--- config.mk ---
export PLATFORM = sky130hd
export DESIGN_NAME = lph_front
export DESIGN_NICKNAME = d
export VERILOG_FILES = /design/src/hw/rtl/linear_probe_hash_table_assert.svh /design/src/hw/rtl/lph_pkg.sv /design/src/hw/rtl/lph_front.sv
export SDC_FILE = /design/constraint.sdc
export NUM_CORES = 1
export LEC_CHECK = 0
export ABC_AREA = 1
export BUFFER_PORTS_ARGS = -buffer_cell sky130_fd_sc_hd__buf_2
export CORE_ASPECT_RATIO = 1.1
export CORE_MARGIN = 2
export CORE_UTILIZATION = 30
export DETAILED_ROUTE_END_ITERATION = 10
export GPL_TIMING_DRIVEN = 1
export HOLD_SLACK_MARGIN = 0.1
export PLACE_DENSITY = 0.49
export REMOVE_ABC_BUFFERS = 1
export SLEW_MARGIN = 20
export SYNTH_ARGS = -nofsm -noshare
export SYNTH_HDL_FRONTEND = slang
export SYNTH_SLANG_ARGS = --single-unit
--- constraint.sdc ---
create_clock -name clk -period 11.3 [get_ports clk]
set_clock_uncertainty 0.05 [all_clocks]
set_input_delay 0.565 -clock clk [delete_from_list [all_inputs] [get_ports clk]]
set_output_delay 0.565 -clock clk [all_outputs]
set_load 0.02 [all_outputs]
--- src/hw/rtl/linear_probe_hash_table_assert.svh ---
// Assertion macros for the hash table RTL.
// Depends on nothing; included by modules that carry checks.
`ifndef LINEAR_PROBE_HASH_TABLE_ASSERT_SVH
`define LINEAR_PROBE_HASH_TABLE_ASSERT_SVH
// implication checked every clock outside reset
`define LPH_ASSERT_IMP(label, clk, rst_n, a, b) \
  label: assert property (@(posedge clk) disable iff (!rst_n) (a) |-> (b)) \
    else $error("assertion failed");
// next-cycle implication
`define LPH_ASSERT_NXT(label, clk, rst_n, a, b) \
  label: assert property (@(posedge clk) disable iff (!rst_n) (a) |=> (b)) \
    else $error("assertion failed");
`endif

--- src/hw/rtl/lph_pkg.sv ---
// Types and constants for the linear probing hash table.
// No dependencies.
package lph_pkg;
  localparam int SLOT_COUNT_DEF = 256;
  localparam int KEY_BYTES_DEF  = 8;
  localparam int VALUE_BITS_DEF = 32;
  localparam logic [63:0] HASH_SEED = 64'd5381;
  localparam int HASH_SHIFT = 5;

  typedef enum logic [1:0] {OP_INSERT = 2'd0, OP_GET = 2'd1, OP_DELETE = 2'd2,
                            OP_NONE = 2'd3} op_t;
  typedef enum logic [2:0] {
    ST_INSERTED = 3'd0, ST_UPDATED = 3'd1, ST_FULL = 3'd2, ST_HIT = 3'd3,
    ST_MISS = 3'd4, ST_DELETED = 3'd5, ST_DEL_NF = 3'd6
  } status_t;

  typedef struct packed {
    logic [1:0]  op;
    logic [63:0] key;
    logic [31:0] value_in;
  } in_item_t;

  typedef struct packed {
    logic [2:0]  status;
    logic [31:0] read_value;
  } out_item_t;

  typedef enum logic [2:0] {FS_IDLE, FS_HASH, FS_MOD, FS_PUSH} front_state_t;
  typedef enum logic [2:0] {
    BS_CLEAR, BS_IDLE, BS_READ, BS_WAIT, BS_CHECK, BS_DONE
  } back_state_t;
endpackage

--- src/hw/rtl/lph_front.sv ---
// Front end: canonicalizes the key, runs djb2 one byte a cycle, then reduces
// modulo the table size by restoring subtraction. Uses lph_pkg.
module lph_front import lph_pkg::*; #(
  parameter int SLOT_COUNT = SLOT_COUNT_DEF,
  parameter int KEY_BYTES  = KEY_BYTES_DEF,
  localparam int IW = $clog2(SLOT_COUNT)
) (
  input  logic         clk,
  input  logic         rst_n,
  input  logic         start,
  output logic         busy,
  input  in_item_t     in_item,
  input  logic [IW:0]  size,
  output logic         q_valid,
  input  logic         q_ready,
  output in_item_t     q_item,
  output logic [IW-1:0] q_home
);
  front_state_t st_r, st_nxt;
  in_item_t     item_r;
  logic [63:0]  kshift_r;
  logic [3:0]   cnt_r;
  logic         ended_r;
  logic [63:0]  h_r;
  logic [32:0]  rem_r;
  logic [5:0]   bit_r;
  logic [IW:0]  size_r;
  logic [7:0]   b;
  logic [33:0]  trial;

  assign b = kshift_r[7:0];
  assign busy = (st_r != FS_IDLE);
  assign q_valid = (st_r == FS_PUSH);
  assign q_item = item_r;
  assign q_home = rem_r[IW-1:0];
  assign trial = {rem_r, h_r[bit_r]} - {{(33-IW){1'b0}}, size_r};

  always_comb begin
    st_nxt = st_r;
    unique case (st_r)
      FS_IDLE: if (start) st_nxt = FS_HASH;
      FS_HASH: if (cnt_r == 4'(KEY_BYTES - 1)) st_nxt = FS_MOD;
      FS_MOD:  if (bit_r == 6'd0) st_nxt = FS_PUSH;
      FS_PUSH: if (q_ready) st_nxt = FS_IDLE;
      default: st_nxt = FS_IDLE;
    endcase
  end

  always_ff @(posedge clk) begin
    if (!rst_n) st_r <= FS_IDLE;
    else st_r <= st_nxt;
    unique case (st_r)
      FS_IDLE: if (start) begin
        item_r <= '{op: in_item.op, key: '0, value_in: in_item.value_in};
        kshift_r <= in_item.key;
        cnt_r <= '0;
        ended_r <= 1'b0;
        h_r <= HASH_SEED;
        size_r <= (size == '0) ? (IW+1)'(1) :
                  (size > (IW+1)'(SLOT_COUNT)) ? (IW+1)'(SLOT_COUNT) : size;
      end
      FS_HASH: begin
        // stop accumulating at the first zero byte
        if (!ended_r && b != 8'd0) begin
          h_r <= (h_r << HASH_SHIFT) + h_r + {56'd0, b};
          item_r.key[cnt_r[2:0]*8 +: 8] <= b;
        end else ended_r <= 1'b1;
        kshift_r <= kshift_r >> 8;
        cnt_r <= cnt_r + 4'd1;
        rem_r <= '0;
        bit_r <= 6'd63;
      end
      FS_MOD: begin
        // reduce the full 64-bit hash, one bit a cycle from the top
        if (!trial[33]) rem_r <= trial[32:0];
        else rem_r <= {rem_r[31:0], h_r[bit_r]};
        bit_r <= bit_r - 6'd1;
      end
      default: ;
    endcase
  end
endmodule

==> Word level (Yosys, flattened, before mapping) <==
Index checks and enable logic that the tools add are counted.
{ "word_totals": {"register_bits": 282, "input_bits": 111, "elab_cells": 72} }
{ "op_classes": {"n_eq_ne": 10, "shift": 2, "add_sub_neg": 6, "mux": 25, "n_reduce_logical": 15, "order_cmp": 2} }
{ "ops": {"columns": ["op", "n"], "rows": [
  ["$pmux W64 S2", 3],
  ["$mux W64", 4],
  ["$mux W96", 1],
  ["$pmux W33 S2", 1],
  ["$add A64 B64 Y64", 1],
  ["$add A64 B8 Y64", 1],
  ["$bwmux W64", 1],
  ["$shift A8 B34 Y64 const A", 1],
  ["$shiftx A8 B34 Y64", 1],
  ["$neg A6 Y34", 1],
  ["$sub A34 B9 Y34", 1],
  ["$mux W33", 1],
  ["$mux W3", 4],
  ["$pmux W3 S4", 1],
  ["$pmux W6 S2", 1],
  ["$ne A2 B2 Y1 const B", 5],
  ["$gt A9 B9 Y1 const B", 1],
  ["$logic_not A9 Y1", 1],
  ["$mux W9", 1],
  ["$pmux W4 S2", 1],
  ["$reduce_bool A8 Y1", 1],
  ["$lt A6 B7 Y1 const B", 1],
  ["$bmux W1 S6", 1],
  ["$eq A3 B2 Y1 const B", 2],
  ["other kinds (18)", 23]
]} }

==> Logic depth before layout (Yosys ltp) <==
{ "depth": {"ltp_word": 5, "depth_mapped": 25} }

==> Worst setup path after synthesis <==
Ideal clock, no wire load.
{ "synth_path": {"kind": "input to register", "from": "input port start", "to": "register item_r, in the netlist q_item[40] (enable)", "t_arrival_ns": 6.101, "setup_ns": 0.376, "slack_ns": 4.773, "n_path_buf": 0, "required_time_ns": 10.874, "stages": 6, "path_cell_list": "nand2_1 -> inv_1 -> a21oi_1 -> a21oi_1 -> inv_1 -> a21oi_1"} }
{ "synth_via": {"elab_chain_cells": 2} }
{ "synth_rtl": {"columns": ["element", "line", "source"], "rows": [
  ["start, declared", "lph_front.sv:10", "input logic start,"],
  ["$ne A2 B2 Y1 (no line)", null, null],
  ["$reduce_and A3 Y1 (no line)", null, null],
  ["end signal, assigned", "lph_front.sv:54", "item_r <= '{op: in_item.op, key: '0, value_in: in_item.value_in};"],
  ["end, declared", "lph_front.sv:20", "in_item_t item_r;"]
]} }
Every way passes these cells.
A chain may end at the register's enable or synchronous reset.

==> Worst setup path in the final report <==
{ "layout_path": {"from": "register bit_r[0]", "to": "register rem_r[2] (data pin)"} }
{ "layout_via": {"elab_chain_cells": 5} }
{ "layout_rtl": {"columns": ["element", "line", "source"], "rows": [
  ["start, declared", "lph_front.sv:26", "logic [5:0] bit_r;"],
  ["start signal, assigned", "lph_front.sv:77", "bit_r <= bit_r - 6'd1;"],
  ["$bmux W1 S6", "lph_front.sv:36", "assign trial = {rem_r, h_r[bit_r]} - {{(33-IW){1'b0}}, size_r};"],
  ["$mux W1 (implied by the code)", "lph_front.sv:36", null],
  ["$sub A34 B9 Y34", "lph_front.sv:36", null],
  ["$mux W33", "lph_front.sv:75", "if (!trial[33]) rem_r <= trial[32:0];"],
  ["$pmux W33 S2", "lph_front.sv:52", "unique case (st_r)"],
  ["end signal, assigned", "lph_front.sv:75", null],
  ["end signal, assigned", "lph_front.sv:76", "else rem_r <= {rem_r[31:0], h_r[bit_r]};"],
  ["end, declared", "lph_front.sv:25", "logic [32:0] rem_r;"]
]} }
Every way passes these cells. The select of a mux whose other input is x is not followed.

==> results.md <==
* Status: complete, no violations
* Ranking of synthesized cells by area: edfxtp_1 42%, nand2_1 20%, ha_1 8.9%
* Worst EP arrival at 5.76 ns
* Non-filler cells, final at ~3800
* Worst setup path class: reg2reg
* Initial antenna violation count at 1
* DR vias/cell at 4.72
* Clock-pin slew on the worst setup and hold paths at 0.06 ns
* Ports at 219
* Fin Hold WS at 0.123 ns
* Placed cells at 3759
* RSZ-0062 raised after global routing: no
* Gr usage total at between 10% and 20%
* DR iter-0 viols at 1150
* Global-route wire length before repair at 99.7 mm
* Root Buffer: clkbuf_16
* Port buffer count at 218
* Final WL at around 65 mm
* Largest net degree at the start of global routing at 82
* Critical path capture point type: flip-flop
* Clock latency on the worst-skew pair at ~0.57 ns
* Layout Nets at 3211
* YS warnings at 0
* Share of cells above drive strength 1 at a little over a tenth
* Die W at about 250 µm
* # hold bufs at CTS at 6
* Most common cell in the synthesized netlist: nand2_1
* Critical path required time at approximately 12 ns
* # DRC at 0
* Fmax at 186 MHz
* Core box area at 65200 µm²
* Syn Area/Cell at 7.24 µm²
* GRT Residual Overflow at 0
* Max-cap violations at 0
* Die height at 274 µm
* TritonCTS Sinks at ~280
* H-tree depth at 2
* Synth area leader: edfxtp_1
* Crit path time final at 5.38 ns
* Number of global-route vias before repair at 17600
* Synth top area share at 42.2%
* Most frequent cells after synthesis: 1046 x nand2_1, 422 x inv_1, 290 x nor2_1
* Max Slew Vio Count at 0
* Synth-to-Final Area Change at 16.3%
* Worst Hold Class: in2reg
* Row count at 98
* Final setup vio count at 0
* Ys async rst share at 0%
* Initial core utilization at a little under a third
* # Post-CTS Setup Buffers at 0
* Slew HR at around a third
* Worst setup SP type: flip-flop
* Num CTS Buffers at 36
* Number of flops mapped to enable cells by yosys at 279
* Remaining antenna violation count at 0
* DR pass1 iterations at 5
* Sequential fraction of the synthesis area at 42.4%
* Synth Flop Type: edfxtp_1
* DP HPWL at about 51 mm
* GPL Wtd Cong at 0.922
* Post-CTS resize count at 0
* Via count at 18100
* Die Area at 68300 µm²
* Mapped cell area at 19900 µm²
* CTS tree: built
* CP Max Fanout at 35
* Tcrit/Tclk final at 47.6%
* Endpoints failing hold at 0
* Yosys cell types at 39
* Worst slew pin tran at 1.02 ns
* Synth Register Bits at about 280
* CTS max path bufs at 3
* Cells after Synth at approximately 2700
* Setup tns final at 0 ns
* Routed WL per cell at 16.9 µm
-- through the flow --
stage | setup WS (ns) | utilization, % | cell area [µm²]
after CTS | 5.90 | 35.4 | 23100
after global routing | 5.25 | 35.4 | 23100
after global placement | 6.14 | 33.4 | 21800
final | 5.92 | 35.4 | 23100
after detailed placement | 5.93 | 33.4 | 21800
after floorplan | 3.51 | - | 19600
-- worst max-delay path: stages (launching register included) --
cell      delay (ns)
edfxtp_1        1.02
clkinv_1        1.06
o21ai_0         0.48
o22ai_1         0.12
a21oi_1         0.14
nor2_1          0.05
nand2_1         0.05
nand2_1         0.07
inv_1           0.06
ha_1            0.13
inv_1           0.08
nand3_1         0.12
nand4_2         0.17
o21ai_4         0.75
nand2_4         0.40
inv_2           0.28
nor2_1          0.07
nor2_1          0.11
-- cells by family after synthesis --
group,after synthesis,share of synthesized area [%]
simple gates,1611,32.7
buf+inv,498,9.77
fa+ha+maj,147,9.45
compound gates,194,5.16
flops,281,42.4
xor+xnor,12,0.529
-- registers in the layout, summed over array words and instances, names as in the netlist --
register  flops
bit_r         6
cnt_r         4
ended_r       1
h_r          64
kshift_r     64
q_item       98
rem_r        33
size_r        9
st_r          2
-- metal layers --
layer	part of all wire [%]	GRT usage, %	vias up
li1	-	-	9146
met2	48	32.0	422
met4	3.6	7.20	0
met5	0	0	-
met3	4.1	2.13	111
met1	44	23.8	8405
-- cell type report --
class | instances | area (µm²)
fillers | 6978 | 42100
multi-input cells | 1964 | 9530
flip-flops and latches | 281 | 8420
inverters | 441 | 1660
repair buffers | 229 | 1190
well taps | 850 | 1060
clock buffers | 42 | 943
clock inverters | 22 | 305
diodes | 1 | 2.50
-- final timing paths --
kind | startpoint | to | slack (ns) | cells past startpoint
max | bit_r[0] | rem_r[2] | 5.92 | 17
min | in_item[30] | q_item[30] | 0.12 | 1
max reg2reg | bit_r[0] | rem_r[2] | 5.92 | 17
min reg2reg | kshift_r[16] | kshift_r[8] | 0.46 | 2
-- cell usage in the layout (no fill, tap or decap), types with 3 or more instances in the layout --
cell	n
a21oi_1	130
and2_1	10
and3_1	3
buf_2	218
buf_4	5
bufinv_16	6
clkbuf_1	4
clkbuf_16	36
clkinv_1	9
clkinv_2	5
dlygate4sd3_1	6
edfxtp_1	279
fa_1	5
ha_1	140
inv_1	420
inv_2	15
inv_6	4
nand2_1	1046
nand3_1	184
nand3b_1	7
nand4_1	28
nor2_1	290
nor2_2	4
nor3_1	23
nor4_1	6
o21a_1	5
o21ai_0	42
o21bai_1	8
or2_2	5
xnor2_1	6
xor2_1	6
Power is left out: the tool's default activity adds up to more than one toggle a clock period on the data nets, which glitch-free logic cannot reach.
